--- src/sv/dnsrap_pkg.sv ---
// Package for the DNS response address parser: types and fixed constants.
package dnsrap_pkg;

   // Parser phases, one-hot.
   typedef enum logic [5:0] {
      PH_HEADER = 6'b000001,
      PH_QNAME  = 6'b000010,
      PH_QTAIL  = 6'b000100,
      PH_ANSWER = 6'b001000,
      PH_RDATA  = 6'b010000,
      PH_DONE   = 6'b100000
   } dnsrap_phase_type;

   localparam logic       KIND_ADDRESS = 1'b0;
   localparam logic       KIND_SUMMARY = 1'b1;

   localparam logic [1:0] STATUS_OK    = 2'd0;
   localparam logic [1:0] STATUS_SHORT = 2'd1;
   localparam logic [1:0] STATUS_TRUNC = 2'd2;

   // Byte positions within the fixed parts of the message.
   localparam logic [3:0] HEADER_LAST_POS = 4'd11;
   localparam logic [3:0] COUNT_HI_POS    = 4'd6;
   localparam logic [3:0] COUNT_LO_POS    = 4'd7;
   localparam logic [3:0] QTAIL_LAST_POS  = 4'd3;
   localparam logic [3:0] ANSWER_LAST_POS = 4'd11;
   localparam logic [3:0] ADDRESS_LEN     = 4'd4;
   localparam logic [3:0] POS_SATURATED   = 4'hF;

   localparam logic [15:0] CLASS_IN = 16'd1;
   localparam logic [15:0] TYPE_A   = 16'd1;

   // Results caused by one accepted byte.
   typedef struct packed {
      logic        addr_valid;
      logic [31:0] address;
      logic [31:0] ttl;
      logic [15:0] rtype;
      logic        sum_valid;
      logic [15:0] answers;
      logic [1:0]  status;
   } dnsrap_run_type;

endpackage

--- src/sv/dnsrap_if.sv ---
// Valid/ready channel interfaces for message bytes and parse results.
interface dnsrap_req_if;
   logic       valid;
   logic       ready;
   logic [7:0] data_byte;
   logic       end_of_message;

   modport source (output valid, output data_byte, output end_of_message, input ready);
   modport sink   (input valid, input data_byte, input end_of_message, output ready);
endinterface

interface dnsrap_rsp_if;
   logic        valid;
   logic        ready;
   logic        result_kind;
   logic [31:0] ipv4_address;
   logic [31:0] time_to_live;
   logic [15:0] record_type;
   logic [15:0] answers_announced;
   logic [1:0]  parse_status;
   logic        last_of_run;

   modport source (output valid, output result_kind, output ipv4_address,
                   output time_to_live, output record_type, output answers_announced,
                   output parse_status, output last_of_run, input ready);
   modport sink   (input valid, input result_kind, input ipv4_address,
                   input time_to_live, input record_type, input answers_announced,
                   input parse_status, input last_of_run, output ready);
endinterface

--- src/sv/dnsrap_front.sv ---
// Front end: accepts message bytes, runs the parse state and forms result runs.
module dnsrap_front (
   input  logic                     clock,
   input  logic                     reset,
   dnsrap_req_if.sink               req_if,
   input  logic                     csr_write_enable,
   input  logic                     csr_write_data,
   input  logic                     queue_full,
   output logic                     push,
   output dnsrap_pkg::dnsrap_run_type push_run
);

   dnsrap_pkg::dnsrap_phase_type phase_ff, phase_in;
   logic [3:0]  pos_ff, pos_in;
   logic [7:0]  label_ff, label_in;
   logic [15:0] total_ff, total_in;
   logic [15:0] left_ff, left_in;
   logic [15:0] type_ff, type_in;
   logic [15:0] class_ff, class_in;
   logic [31:0] ttl_ff, ttl_in;
   logic [15:0] rdlen_ff, rdlen_in;
   logic [31:0] addr_ff, addr_in;
   logic        type_a_ff;

   logic        accept;
   logic        emit_addr;
   logic [7:0]  b;
   logic [15:0] left_dec;
   logic [15:0] rdlen_dec;

   assign req_if.ready = !queue_full;
   assign accept       = req_if.valid && req_if.ready;
   assign b            = req_if.data_byte;
   assign left_dec     = left_ff - 16'd1;
   assign rdlen_dec    = rdlen_ff - 16'd1;

   always_comb begin
      phase_in  = phase_ff;
      pos_in    = pos_ff;
      label_in  = label_ff;
      total_in  = total_ff;
      left_in   = left_ff;
      type_in   = type_ff;
      class_in  = class_ff;
      ttl_in    = ttl_ff;
      rdlen_in  = rdlen_ff;
      addr_in   = addr_ff;
      emit_addr = 1'b0;
      push_run  = '0;

      case (phase_ff)
         dnsrap_pkg::PH_HEADER: begin
            if (pos_ff == dnsrap_pkg::COUNT_HI_POS) begin
               total_in = {b, 8'h00};
            end else if (pos_ff == dnsrap_pkg::COUNT_LO_POS) begin
               total_in = {total_ff[15:8], b};
            end
            if (pos_ff == dnsrap_pkg::HEADER_LAST_POS) begin
               left_in  = total_in;
               pos_in   = '0;
               label_in = '0;
               phase_in = dnsrap_pkg::PH_QNAME;
            end else begin
               pos_in = pos_ff + 4'd1;
            end
         end
         dnsrap_pkg::PH_QNAME: begin
            if (label_ff == 8'd0) begin
               if (b == 8'd0) begin
                  pos_in   = '0;
                  phase_in = dnsrap_pkg::PH_QTAIL;
               end else begin
                  label_in = b;
               end
            end else begin
               label_in = label_ff - 8'd1;
            end
         end
         dnsrap_pkg::PH_QTAIL: begin
            if (pos_ff == dnsrap_pkg::QTAIL_LAST_POS) begin
               pos_in   = '0;
               phase_in = (left_ff == 16'd0) ? dnsrap_pkg::PH_DONE : dnsrap_pkg::PH_ANSWER;
            end else begin
               pos_in = pos_ff + 4'd1;
            end
         end
         dnsrap_pkg::PH_ANSWER: begin
            case (pos_ff) inside
               4'd2, 4'd3:    type_in  = {type_ff[7:0], b};
               4'd4, 4'd5:    class_in = {class_ff[7:0], b};
               [4'd6:4'd9]:   ttl_in   = {ttl_ff[23:0], b};
               4'd10, 4'd11:  rdlen_in = {rdlen_ff[7:0], b};
               default:       ;
            endcase
            if (pos_ff == dnsrap_pkg::ANSWER_LAST_POS) begin
               pos_in  = '0;
               addr_in = '0;
               if (rdlen_in == 16'd0) begin
                  left_in  = left_dec;
                  phase_in = (left_dec == 16'd0) ? dnsrap_pkg::PH_DONE
                                                 : dnsrap_pkg::PH_ANSWER;
               end else begin
                  phase_in = dnsrap_pkg::PH_RDATA;
               end
            end else begin
               pos_in = pos_ff + 4'd1;
            end
         end
         dnsrap_pkg::PH_RDATA: begin
            if (pos_ff < dnsrap_pkg::ADDRESS_LEN) begin
               addr_in = {addr_ff[23:0], b};
            end
            // The position only needs to tell short, exact and long data apart.
            if (pos_ff != dnsrap_pkg::POS_SATURATED) begin
               pos_in = pos_ff + 4'd1;
            end
            rdlen_in = rdlen_dec;
            if (rdlen_dec == 16'd0) begin
               emit_addr = (pos_in == dnsrap_pkg::ADDRESS_LEN) &&
                           (class_ff == dnsrap_pkg::CLASS_IN) &&
                           (!type_a_ff || (type_ff == dnsrap_pkg::TYPE_A));
               left_in  = left_dec;
               pos_in   = '0;
               phase_in = (left_dec == 16'd0) ? dnsrap_pkg::PH_DONE
                                              : dnsrap_pkg::PH_ANSWER;
            end
         end
         dnsrap_pkg::PH_DONE: begin
            phase_in = dnsrap_pkg::PH_DONE;
         end
         default: begin
            phase_in = dnsrap_pkg::PH_DONE;
         end
      endcase

      push_run.addr_valid = emit_addr;
      push_run.address    = addr_in;
      push_run.ttl        = ttl_ff;
      push_run.rtype      = type_ff;

      if (req_if.end_of_message) begin
         push_run.sum_valid = 1'b1;
         push_run.answers   = total_in;
         if (phase_in == dnsrap_pkg::PH_HEADER) begin
            push_run.status = dnsrap_pkg::STATUS_SHORT;
         end else if (phase_in == dnsrap_pkg::PH_DONE) begin
            push_run.status = dnsrap_pkg::STATUS_OK;
         end else begin
            push_run.status = dnsrap_pkg::STATUS_TRUNC;
         end
         // The summary ends the message: the parse restarts from reset values.
         phase_in = dnsrap_pkg::PH_HEADER;
         pos_in   = '0;
         label_in = '0;
         total_in = '0;
         left_in  = '0;
         type_in  = '0;
         class_in = '0;
         ttl_in   = '0;
         rdlen_in = '0;
         addr_in  = '0;
      end
   end

   assign push = accept && (emit_addr || req_if.end_of_message);

   always_ff @(posedge clock) begin
      if (reset) begin
         type_a_ff <= 1'b0;
      end else if (csr_write_enable) begin
         type_a_ff <= csr_write_data;
      end
   end

   always_ff @(posedge clock) begin
      if (reset) begin
         phase_ff <= dnsrap_pkg::PH_HEADER;
         pos_ff   <= '0;
         label_ff <= '0;
         total_ff <= '0;
         left_ff  <= '0;
         type_ff  <= '0;
         class_ff <= '0;
         ttl_ff   <= '0;
         rdlen_ff <= '0;
         addr_ff  <= '0;
      end else if (accept) begin
         phase_ff <= phase_in;
         pos_ff   <= pos_in;
         label_ff <= label_in;
         total_ff <= total_in;
         left_ff  <= left_in;
         type_ff  <= type_in;
         class_ff <= class_in;
         ttl_ff   <= ttl_in;
         rdlen_ff <= rdlen_in;
         addr_ff  <= addr_in;
      end
   end

endmodule

--- src/sv/dnsrap_queue.sv ---
// Short queue of result runs between the front end and the result sequencer.
module dnsrap_queue #(
   parameter int DEPTH = 4
) (
   input  logic                      clock,
   input  logic                      reset,
   input  logic                      push,
   input  dnsrap_pkg::dnsrap_run_type push_run,
   input  logic                      pop,
   output logic                      full,
   output logic                      head_valid,
   output dnsrap_pkg::dnsrap_run_type head_run
);

   localparam int PTR_W = (DEPTH > 1) ? $clog2(DEPTH) : 1;
   localparam int CNT_W = $clog2(DEPTH + 1);

   dnsrap_pkg::dnsrap_run_type entries_ff [DEPTH];
   logic [PTR_W-1:0] wr_ptr_ff, wr_ptr_in;
   logic [PTR_W-1:0] rd_ptr_ff, rd_ptr_in;
   logic [CNT_W-1:0] count_ff, count_in;
   logic             do_push;
   logic             do_pop;

   assign full       = (count_ff == CNT_W'(DEPTH));
   assign head_valid = (count_ff != '0);
   assign head_run   = entries_ff[rd_ptr_ff];
   assign do_push    = push && !full;
   assign do_pop     = pop && head_valid;

   always_comb begin
      wr_ptr_in = wr_ptr_ff;
      rd_ptr_in = rd_ptr_ff;
      count_in  = count_ff;
      if (do_push) begin
         wr_ptr_in = (wr_ptr_ff == PTR_W'(DEPTH - 1)) ? '0 : wr_ptr_ff + PTR_W'(1);
      end
      if (do_pop) begin
         rd_ptr_in = (rd_ptr_ff == PTR_W'(DEPTH - 1)) ? '0 : rd_ptr_ff + PTR_W'(1);
      end
      if (do_push && !do_pop) begin
         count_in = count_ff + CNT_W'(1);
      end else if (do_pop && !do_push) begin
         count_in = count_ff - CNT_W'(1);
      end
   end

   always_ff @(posedge clock) begin
      if (do_push) begin
         entries_ff[wr_ptr_ff] <= push_run;
      end
   end

   always_ff @(posedge clock) begin
      if (reset) begin
         wr_ptr_ff <= '0;
         rd_ptr_ff <= '0;
         count_ff  <= '0;
      end else begin
         wr_ptr_ff <= wr_ptr_in;
         rd_ptr_ff <= rd_ptr_in;
         count_ff  <= count_in;
      end
   end

endmodule

--- src/sv/dnsrap_back.sv ---
// Back end: delivers the one or two results of each queued run in order.
module dnsrap_back (
   input  logic                      clock,
   input  logic                      reset,
   input  logic                      head_valid,
   input  dnsrap_pkg::dnsrap_run_type head_run,
   output logic                      pop,
   dnsrap_rsp_if.source              rsp_if
);

   logic second_ff, second_in;
   logic show_addr;
   logic handshake;

   // The address result of a run always goes out before its summary.
   assign show_addr = head_run.addr_valid && !second_ff;
   assign handshake = rsp_if.valid && rsp_if.ready;
   assign pop       = handshake && !(show_addr && head_run.sum_valid);

   always_comb begin
      rsp_if.valid = head_valid;
      if (show_addr) begin
         rsp_if.result_kind       = dnsrap_pkg::KIND_ADDRESS;
         rsp_if.ipv4_address      = head_run.address;
         rsp_if.time_to_live      = head_run.ttl;
         rsp_if.record_type       = head_run.rtype;
         rsp_if.answers_announced = '0;
         rsp_if.parse_status      = dnsrap_pkg::STATUS_OK;
         rsp_if.last_of_run       = !head_run.sum_valid;
      end else begin
         rsp_if.result_kind       = dnsrap_pkg::KIND_SUMMARY;
         rsp_if.ipv4_address      = '0;
         rsp_if.time_to_live      = '0;
         rsp_if.record_type       = '0;
         rsp_if.answers_announced = head_run.answers;
         rsp_if.parse_status      = head_run.status;
         rsp_if.last_of_run       = 1'b1;
      end
   end

   always_comb begin
      second_in = second_ff;
      if (pop) begin
         second_in = 1'b0;
      end else if (handshake) begin
         second_in = 1'b1;
      end
   end

   always_ff @(posedge clock) begin
      if (reset) begin
         second_ff <= 1'b0;
      end else begin
         second_ff <= second_in;
      end
   end

endmodule

--- src/sv/dns_response_address_parser.sv ---
// A byte's results are registered in the queue before they reach rsp.
// Throughput: one byte per cycle while the queue has room; results leave at one per cycle
// while rsp is ready, so an address and a summary from one byte go out one after the other.
// A queue of QUEUE_DEPTH result runs lets the byte side keep going while results stall.
// Reset is synchronous and active high: it restarts the parse, empties the queue and
// clears the type-A filter bit (type_a_ff).
module dns_response_address_parser #(
   parameter int QUEUE_DEPTH = 4
) (
   input  logic          clock,
   input  logic          reset,
   dnsrap_req_if.sink    req_if,
   dnsrap_rsp_if.source  rsp_if,
   input  logic          csr_write_enable,
   input  logic          csr_write_data
);

   logic                       push;
   dnsrap_pkg::dnsrap_run_type push_run;
   logic                       queue_full;
   logic                       pop;
   logic                       head_valid;
   dnsrap_pkg::dnsrap_run_type head_run;

   dnsrap_front u_front (
      .clock            (clock),
      .reset            (reset),
      .req_if           (req_if),
      .csr_write_enable (csr_write_enable),
      .csr_write_data   (csr_write_data),
      .queue_full       (queue_full),
      .push             (push),
      .push_run         (push_run)
   );

   dnsrap_queue #(
      .DEPTH (QUEUE_DEPTH)
   ) u_queue (
      .clock      (clock),
      .reset      (reset),
      .push       (push),
      .push_run   (push_run),
      .pop        (pop),
      .full       (queue_full),
      .head_valid (head_valid),
      .head_run   (head_run)
   );

   dnsrap_back u_back (
      .clock      (clock),
      .reset      (reset),
      .head_valid (head_valid),
      .head_run   (head_run),
      .pop        (pop),
      .rsp_if     (rsp_if)
   );

   // A summary always closes the run of its byte.
   a_summary_last: assert property (@(posedge clock) disable iff (reset)
      (rsp_if.valid && rsp_if.result_kind == dnsrap_pkg::KIND_SUMMARY) |-> rsp_if.last_of_run)
      else $error("summary result without last_of_run");

   // An address that is not last in its run is followed at once by the summary.
   a_addr_then_summary: assert property (@(posedge clock) disable iff (reset)
      (rsp_if.valid && rsp_if.ready && rsp_if.result_kind == dnsrap_pkg::KIND_ADDRESS &&
       !rsp_if.last_of_run)
      |=> (rsp_if.valid && rsp_if.result_kind == dnsrap_pkg::KIND_SUMMARY))
      else $error("address result not followed by its summary");

   // The final byte of a message always leaves a result waiting.
   a_eom_yields_result: assert property (@(posedge clock) disable iff (reset)
      (req_if.valid && req_if.ready && req_if.end_of_message) |=> rsp_if.valid)
      else $error("end of message produced no result");

   // On an address result, the summary fields stay zero.
   a_kind_fields: assert property (@(posedge clock) disable iff (reset)
      (rsp_if.valid && rsp_if.result_kind == dnsrap_pkg::KIND_ADDRESS)
      |-> (rsp_if.answers_announced == 16'd0 &&
           rsp_if.parse_status == dnsrap_pkg::STATUS_OK))
      else $error("address result carries summary fields");

endmodule
--- src/flat_wrapper.sv ---
// flat-port wrapper written by rule: the top's interface ports become plain ports
module dns_response_address_parser_flat 
#(
   parameter int QUEUE_DEPTH = 4
)
  (clock, reset, csr_write_enable, csr_write_data, req_if_valid, req_if_data_byte, req_if_end_of_message, req_if_ready, rsp_if_valid, rsp_if_result_kind, rsp_if_ipv4_address, rsp_if_time_to_live, rsp_if_record_type, rsp_if_answers_announced, rsp_if_parse_status, rsp_if_last_of_run, rsp_if_ready);
  dnsrap_req_if req_if_i ();
  dnsrap_rsp_if rsp_if_i ();
  input  logic clock;
  input  logic reset;
  input  logic csr_write_enable;
  input  logic csr_write_data;
  input wire logic [$bits(req_if_i.valid)-1:0] req_if_valid;
  input wire logic [$bits(req_if_i.data_byte)-1:0] req_if_data_byte;
  input wire logic [$bits(req_if_i.end_of_message)-1:0] req_if_end_of_message;
  output wire logic [$bits(req_if_i.ready)-1:0] req_if_ready;
  output wire logic [$bits(rsp_if_i.valid)-1:0] rsp_if_valid;
  output wire logic [$bits(rsp_if_i.result_kind)-1:0] rsp_if_result_kind;
  output wire logic [$bits(rsp_if_i.ipv4_address)-1:0] rsp_if_ipv4_address;
  output wire logic [$bits(rsp_if_i.time_to_live)-1:0] rsp_if_time_to_live;
  output wire logic [$bits(rsp_if_i.record_type)-1:0] rsp_if_record_type;
  output wire logic [$bits(rsp_if_i.answers_announced)-1:0] rsp_if_answers_announced;
  output wire logic [$bits(rsp_if_i.parse_status)-1:0] rsp_if_parse_status;
  output wire logic [$bits(rsp_if_i.last_of_run)-1:0] rsp_if_last_of_run;
  input wire logic [$bits(rsp_if_i.ready)-1:0] rsp_if_ready;
  assign req_if_i.valid = req_if_valid;
  assign req_if_i.data_byte = req_if_data_byte;
  assign req_if_i.end_of_message = req_if_end_of_message;
  assign req_if_ready = req_if_i.ready;
  assign rsp_if_valid = rsp_if_i.valid;
  assign rsp_if_result_kind = rsp_if_i.result_kind;
  assign rsp_if_ipv4_address = rsp_if_i.ipv4_address;
  assign rsp_if_time_to_live = rsp_if_i.time_to_live;
  assign rsp_if_record_type = rsp_if_i.record_type;
  assign rsp_if_answers_announced = rsp_if_i.answers_announced;
  assign rsp_if_parse_status = rsp_if_i.parse_status;
  assign rsp_if_last_of_run = rsp_if_i.last_of_run;
  assign rsp_if_i.ready = rsp_if_ready;
  dns_response_address_parser #(.QUEUE_DEPTH(QUEUE_DEPTH)) u_core (.clock(clock), .reset(reset), .req_if(req_if_i), .rsp_if(rsp_if_i), .csr_write_enable(csr_write_enable), .csr_write_data(csr_write_data));
endmodule
--- config.mk ---
export PLATFORM = sky130hd
export DESIGN_NAME = dns_response_address_parser_flat
export DESIGN_NICKNAME = d
export VERILOG_FILES = /design/src/sv/dnsrap_pkg.sv /design/src/sv/dnsrap_if.sv /design/src/sv/dnsrap_front.sv /design/src/sv/dnsrap_queue.sv /design/src/sv/dnsrap_back.sv /design/src/sv/dns_response_address_parser.sv /design/src/flat_wrapper.sv
export SDC_FILE = /design/constraint.sdc
export NUM_CORES = 1
export LEC_CHECK = 0
export BUFFER_PORTS_ARGS = -buffer_cell sky130_fd_sc_hd__buf_2
export CORE_MARGIN = 2
export CORE_UTILIZATION = 50
export DETAILED_ROUTE_END_ITERATION = 7
export HOLD_SLACK_MARGIN = 0.02
export PLACE_DENSITY = 0.67
export SLEW_MARGIN = 20
export SYNTH_ARGS = -nofsm -noshare
export SYNTH_HDL_FRONTEND = slang
export SYNTH_SLANG_ARGS = --single-unit
--- constraint.sdc ---
create_clock -name clock -period 8.9 [get_ports clock]
set_input_delay 2.67 -clock clock [delete_from_list [all_inputs] [get_ports clock]]
set_output_delay 2.67 -clock clock [all_outputs]
set_load 0.03 [all_outputs]
# After elaboration in Yosys (flattened, before gate mapping)

Memories as Yosys holds them, arrays and structs flattened. A register that Yosys moved wholly into a read port is not among the register bits.
Index checks and enable logic that the tools add are counted.

Flip-flop bits (word level): 171
Output and inout bits: 102
Memory bits (writable): 400
Logic and storage cells: 186
Input port bits: 15
Memories: 1

Reductions and logical operators: 50
Magnitude comparators: 3
Mux-type cells: 78
Eq/ne operators: 31
$add $sub $neg: 8

Memories:

| name                      | depth | width | read ports | clocked after Yosys merged registers in | wr ports | line               | text |
|---|---|---|---|---|---|---|---|
| u_core.u_queue.entries_ff | 4     | 100   | 1          | 1                                       | 1        | dnsrap_queue.sv:18 | `dnsrap_pkg::dnsrap_run_type entries_ff [DEPTH];` |

Operators with widths:

| cell                                               | count |
|---|---|
| 2-to-1 mux 16 bit                                  | 23 |
| 2-to-1 mux 32 bit                                  | 10 |
| zero test 16 bit                                   | 4 |
| case mux 32 bit (2 select lines)                   | 1 |
| 2-to-1 mux 6 bit                                   | 10 |
| case mux 16 bit (3 select lines)                   | 1 |
| 2-to-1 mux 8 bit                                   | 5 |
| == test 16 x 1 -> 1 bit, second input constant     | 2 |
| 2-to-1 mux 4 bit                                   | 8 |
| case mux 16 bit (2 select lines)                   | 1 |
| subtractor 16 x 1 -> 16 bit, second input constant | 2 |
| case mux 6 bit (5 select lines)                    | 1 |
| == test 4 x 3 -> 1 bit, second input constant      | 5 |
| 2-to-1 mux 19 bit                                  | 1 |
| inequality test 3 bit, second input constant       | 6 |
| zero test 8 bit                                    | 2 |
| case mux 4 bit (4 select lines)                    | 1 |
| case mux 8 bit (2 select lines)                    | 1 |
| 2-to-1 mux 2 bit                                   | 7 |
| logical AND 1 bit                                  | 13 |
| == test 6 x 1 -> 1 bit, second input constant      | 2 |
| AND reduction 4 bit                                | 3 |
| nonzero test 2 bit                                 | 5 |
| OR reduction 2 bit                                 | 5 |
| other kinds (30)                                   | 51 |

# Longest topological paths before layout

Word-level depth: 15
Gate-level depth with buffers: 13
Mapped depth without buffers: 13

# Hierarchy

From an unflattened synthesis, not the netlist that was laid out.

Cells, all modules: 1810
Area total of the unflattened synthesis: 24378.4 um2

By module, submodules not included:

| module       | sequential area each (um2) | times used | cells each | area each (um2) |
|---|---|---|---|---|
| dnsrap_queue | 12191.7                    | 1          | 572        | 14935.6 |
| dnsrap_front | 3263.1                     | 1          | 1120       | 8638.3 |
| dnsrap_back  | 20.0                       | 1          | 118        | 804.5 |

# Worst setup path before layout

No wires, ideal clock.

Kind: in2reg
Start point: input req_if_end_of_message
End point: memory u_core.u_queue.entries_ff[0][0] (netlist bit) (enable)
Slack: 2503 ps
Required time: 8430 ps
Cell stages on the path: 5
Setup time: 470 ps
Data arrival time: 5927 ps
Buffers on the path: 2
Cells stage by stage: clkbuf_1 clkbuf_1 a41oi_1 nor2_1 and2_1

Cells in the longest elaborated chain, start to end: 5

Ends and longest elaborated chain:

| element                                | line                | text |
|---|---|---|
| start, declared                        | flat_wrapper.sv:15  | `input wire logic [$bits(req_if_i.end_of_message)-1:0] req_if_end_of_message;` |
| logical OR 1 bit                       | dnsrap_front.sv:165 | `assign push = accept && (emit_addr \|\| req_if.end_of_message);` |
| logical AND 1 bit                      | dnsrap_front.sv:165 |  |
| logical AND 1 bit                      | dnsrap_queue.sv:28  | `assign do_push = push && !full;` |
| named net u_core.u_queue.do_push       | dnsrap_queue.sv:22  | `logic do_push;` |
| 2-to-1 mux 1 bit                       | dnsrap_queue.sv:49  | `if (do_push) begin` |
| 2-to-1 mux 1 bit (implied by the code) | dnsrap_queue.sv:50  | `entries_ff[wr_ptr_ff] <= push_run;` |
| end, declared                          | dnsrap_queue.sv:18  |  |

The timed path passes the listed nets, and every way through them passes these cells.

==> impl_metrics.ini <==
[layout]
design.final.nets = 1914
drive_gt1_share_pct = 19.6
finish.utilization_pct = 56.2
fill_cells = 3935
syn_to_final_growth_pct = 11.6
n_antenna_cell = 0
post_layout_nonfiller_instances = 2594
leading_cell_type_in_the_layout_fill_and_taps_excluded = sky130_fd_sc_hd__edfxtp_1
finalInstanceArea_mm2 = 0.0274
mostFrequentLayoutCells = sky130_fd_sc_hd__edfxtp_1 (400), sky130_fd_sc_hd__dfxtp_1 (171), sky130_fd_sc_hd__nand2_1 (141)

[power_and_ir_drop]
power.leakage_nw = 9.36
power.density_mw_per_mm2 = 241
peakVddDrop_mv = 0.164

[floorplanning]
core_mm2 = 0.0487
placementRows = 81
dieWidth_um = 226
die_h_um = 226
design.portCount = 117
start_util_pct = 50.4
design.die.area_mm2 = 0.0509

[drt]
drtPass1Iterations = 6
wirelength_um = 56000
vias = 15500
drc = 0
drt_iter0_drc = 1553
wl_per_cell_um = 21.6
mean_number_of_vias_per_cell = 5.98
drt.antenna.violating_nets = 0

[global_routing]
global_route.usage.met3_pct = 3.75
use_met2_pct = 35.8
grt_start_max_net_pins = 96
first_global_vias = 14800
grt_util_all_layers_pct = 22.0
top_usage_layer = met2
grt_first_pass_wirelength_um = 86100
grt_antenna_before_repair = 1
grt_overflow_total = 0
met1_track_usage_gr_pct = 30.9

[critical_path]
critical_path_arrival_ns = 3.40
path_max_fanout = 65
timing.critical_path.from_type = register
worst-r2r-cell-count = 8
timing_worst_setup_path_type = reg2out
worst-endpoint-required_ns = 6.23
cp-end-kind = primary output

[placed_design]
gpl.final_weighted_congestion = 0.888
place.port_buffers = 116
final_hpwl_from_detailed_placement_um = 34400
placedInstanceArea_mm2 = 0.0256
post-place-ws_ns = 3.23
numPlacedInstances = 2489

[yosys]
synthFlopType = sky130_fd_sc_hd__edfxtp_1
synth_enable_flop_cells = 400
yosys.cell_types.count = 92
synth_area_mm2 = 0.0246
syn-num-nets = 1847
post_synth_inst_count = 1816
synth_sequential_area_ratio_pct = 63.0
async_flop_share_pct = 0
synth_warnings = 0
syn-mean-instance-area_um2 = 13.5
synth_seq_cells = 573

[sta]
worst_slew_pin_slew_ns = 1.05
clock_tree_skew_after_final_layout_ns = 0.0171
final.min_clock_period_ns = 6.07
min_period_over_period_pct = 68.2
rsz0062_at_grt = no
maxSlewHeadroom_pct = 30.3
setup-tns-final_ns = 0
final.setup.worst_slack_ns = 2.83
timing.final.setup_violations = 0
maxSlewViolCount = 0
fmax_mhz = 165
timing_hold_violations_final = 0

[min_path]
hold_path_class = reg2reg
hold_depth = 2

[job]
maxCapViolations = 0

[clock_network]
cts-resized-gates = 0
clk_transition_reported_paths_ns = 0.06
clock_latency_on_the_worst_skew_pair_ns = 0.61
cts_tree = built
cts-buffers-inserted = 56
cts.path.max_buffers = 3
cts_htree_levels = 2
holdBufCountCts = 0
clock-sinks = 573
cts-root-buf = sky130_fd_sc_hd__clkbuf_16
cts_setup_buffers = 0

[run_status]
outcome = complete, no violations
[final timing paths]
kind,from,endpoint,slack [ns]
worst min register to register,u_core.u_front.class_ff[8],u_core.u_front.class_ff[8],0.45
worst max register to register,u_core.u_front.pos_ff[0],u_core.u_queue.entries_ff[2][75],4.02
worst min-delay path,u_core.u_front.class_ff[8],u_core.u_front.class_ff[8],0.45
worst max-delay path,register,rsp_if_ipv4_address[13],2.83
[report_power, final]
group / switching, mW / leakage (nW) / internal, mW
logic: 0.818 / 3.26 / 0.470
clock network: 0.979 / 0.898 / 1.36
registers: 0.0607 / 5.20 / 2.92
total: 1.86 / 9.36 / 4.75
[Yosys cell counts (4+ instances only)]
library cell | count | area [µm²]
sky130_fd_sc_hd__clkbuf_1 | 92 | 345
sky130_fd_sc_hd__nor2b_1 | 101 | 632
sky130_fd_sc_hd__o2111ai_1 | 7 | 61.3
sky130_fd_sc_hd__o21ai_0 | 45 | 225
sky130_fd_sc_hd__nor2_1 | 140 | 526
sky130_fd_sc_hd__a211oi_1 | 6 | 45.0
sky130_fd_sc_hd__nor4b_1 | 4 | 35.0
sky130_fd_sc_hd__a22oi_1 | 72 | 541
sky130_fd_sc_hd__nor4_1 | 18 | 113
sky130_fd_sc_hd__inv_1 | 19 | 71.3
sky130_fd_sc_hd__xnor2_1 | 5 | 43.8
sky130_fd_sc_hd__buf_1 | 11 | 41.3
sky130_fd_sc_hd__nor3_1 | 22 | 110
sky130_fd_sc_hd__nand2b_1 | 7 | 43.8
sky130_fd_sc_hd__nand4_1 | 10 | 62.6
sky130_fd_sc_hd__xor2_1 | 7 | 61.3
sky130_fd_sc_hd__a21oi_1 | 97 | 485
sky130_fd_sc_hd__nand2_1 | 142 | 533
sky130_fd_sc_hd__mux4_2 | 100 | 2250
sky130_fd_sc_hd__o21a_1 | 5 | 37.5
sky130_fd_sc_hd__a41oi_1 | 4 | 35.0
sky130_fd_sc_hd__or3_1 | 8 | 50.1
sky130_fd_sc_hd__nand3_1 | 23 | 115
sky130_fd_sc_hd__or4_1 | 5 | 37.5
sky130_fd_sc_hd__buf_2 | 11 | 55.1
sky130_fd_sc_hd__dfxtp_1 | 173 | 3460
sky130_fd_sc_hd__a31oi_1 | 7 | 43.8
sky130_fd_sc_hd__o31ai_1 | 4 | 30.0
sky130_fd_sc_hd__mux2i_1 | 24 | 240
sky130_fd_sc_hd__o211ai_1 | 5 | 37.5
sky130_fd_sc_hd__nand4b_1 | 5 | 43.8
sky130_fd_sc_hd__ha_1 | 15 | 188
sky130_fd_sc_hd__nand3b_1 | 34 | 255
sky130_fd_sc_hd__or2_2 | 5 | 31.3
sky130_fd_sc_hd__edfxtp_1 | 400 | 12000
sky130_fd_sc_hd__and3_1 | 6 | 37.5
sky130_fd_sc_hd__o21ai_1 | 6 | 30.0
sky130_fd_sc_hd__a22o_1 | 41 | 359
sky130_fd_sc_hd__o32ai_1 | 8 | 70.1
sky130_fd_sc_hd__clkbuf_8 | 5 | 68.8
sky130_fd_sc_hd__buf_6 | 5 | 56.3
sky130_fd_sc_hd__and2_1 | 32 | 200
sky130_fd_sc_hd__a2111oi_0 | 4 | 35.0
[metal layers]
metal / wire, µm / part of all wire, %
met1: 24100 / 43
met2: 27100 / 48
met3: 3540 / 6.3
met4: 1240 / 2.2
met5: 13 / 0.023
[registers in the layout, summed over array words and instances, names as in the netlist, 2 cells and up, named ones only]
register                   flops
u_core.u_queue.count_ff        3
u_core.u_front.total_ff       16
u_core.u_front.type_ff        16
u_core.u_front.left_ff        16
u_core.u_front.rdlen_ff       16
u_core.u_front.phase_ff        6
u_core.u_front.label_ff        8
u_core.u_front.class_ff       16
u_core.u_front.ttl_ff         32
u_core.u_queue.entries_ff    400
u_core.u_front.pos_ff          4
u_core.u_queue.wr_ptr_ff       2
u_core.u_queue.rd_ptr_ff       2
u_core.u_front.addr_ff        32
[final cells by class]
| cell class | instances | area (µm²) | share of cell area (%) |
|---|---|---|---|
| flip-flops and latches | 573 | 15500 | 56.5 |
| multi-input cells | 1097 | 8460 | 30.8 |
| repair buffers | 135 | 726 | 2.65 |
| inverters | 20 | 75.1 | 0.274 |
| clock inverters | 32 | 277 | 1.01 |
| clock buffers | 73 | 1570 | 5.72 |
| well taps | 664 | 831 | 3.03 |
[metrics by stage]
stage	hold slack, ns	total power [mW]
2_1_floorplan	0.431	3.99
3_3_place_gp	0.441	4.34
3_5_place_dp	0.447	4.35
4_1_cts	0.455	6.67
5_1_grt	0.474	6.84
6_report	0.454	6.61
[logic make-up after synthesis]
logic type | Yosys count | synth area share (%)
muxes | 126 | 10.2
adders and majority gates | 16 | 0.845
DFF | 573 | 63.0
xor gates and xnor gates | 14 | 0.560
buffers and inverters | 146 | 2.78
and+or+nand+nor | 592 | 12.9
AOI/OAI and AO/OA | 349 | 9.73
[worst max-delay path: stages (launching register included)]
cell	delay [ns]
sky130_fd_sc_hd__dfxtp_4	0.97
sky130_fd_sc_hd__mux4_2	0.45
sky130_fd_sc_hd__nand2b_4	0.53
sky130_fd_sc_hd__buf_4	0.48
sky130_fd_sc_hd__nor2b_1	0.10
sky130_fd_sc_hd__buf_2	0.20
Power figures use the tool's default switching activity.
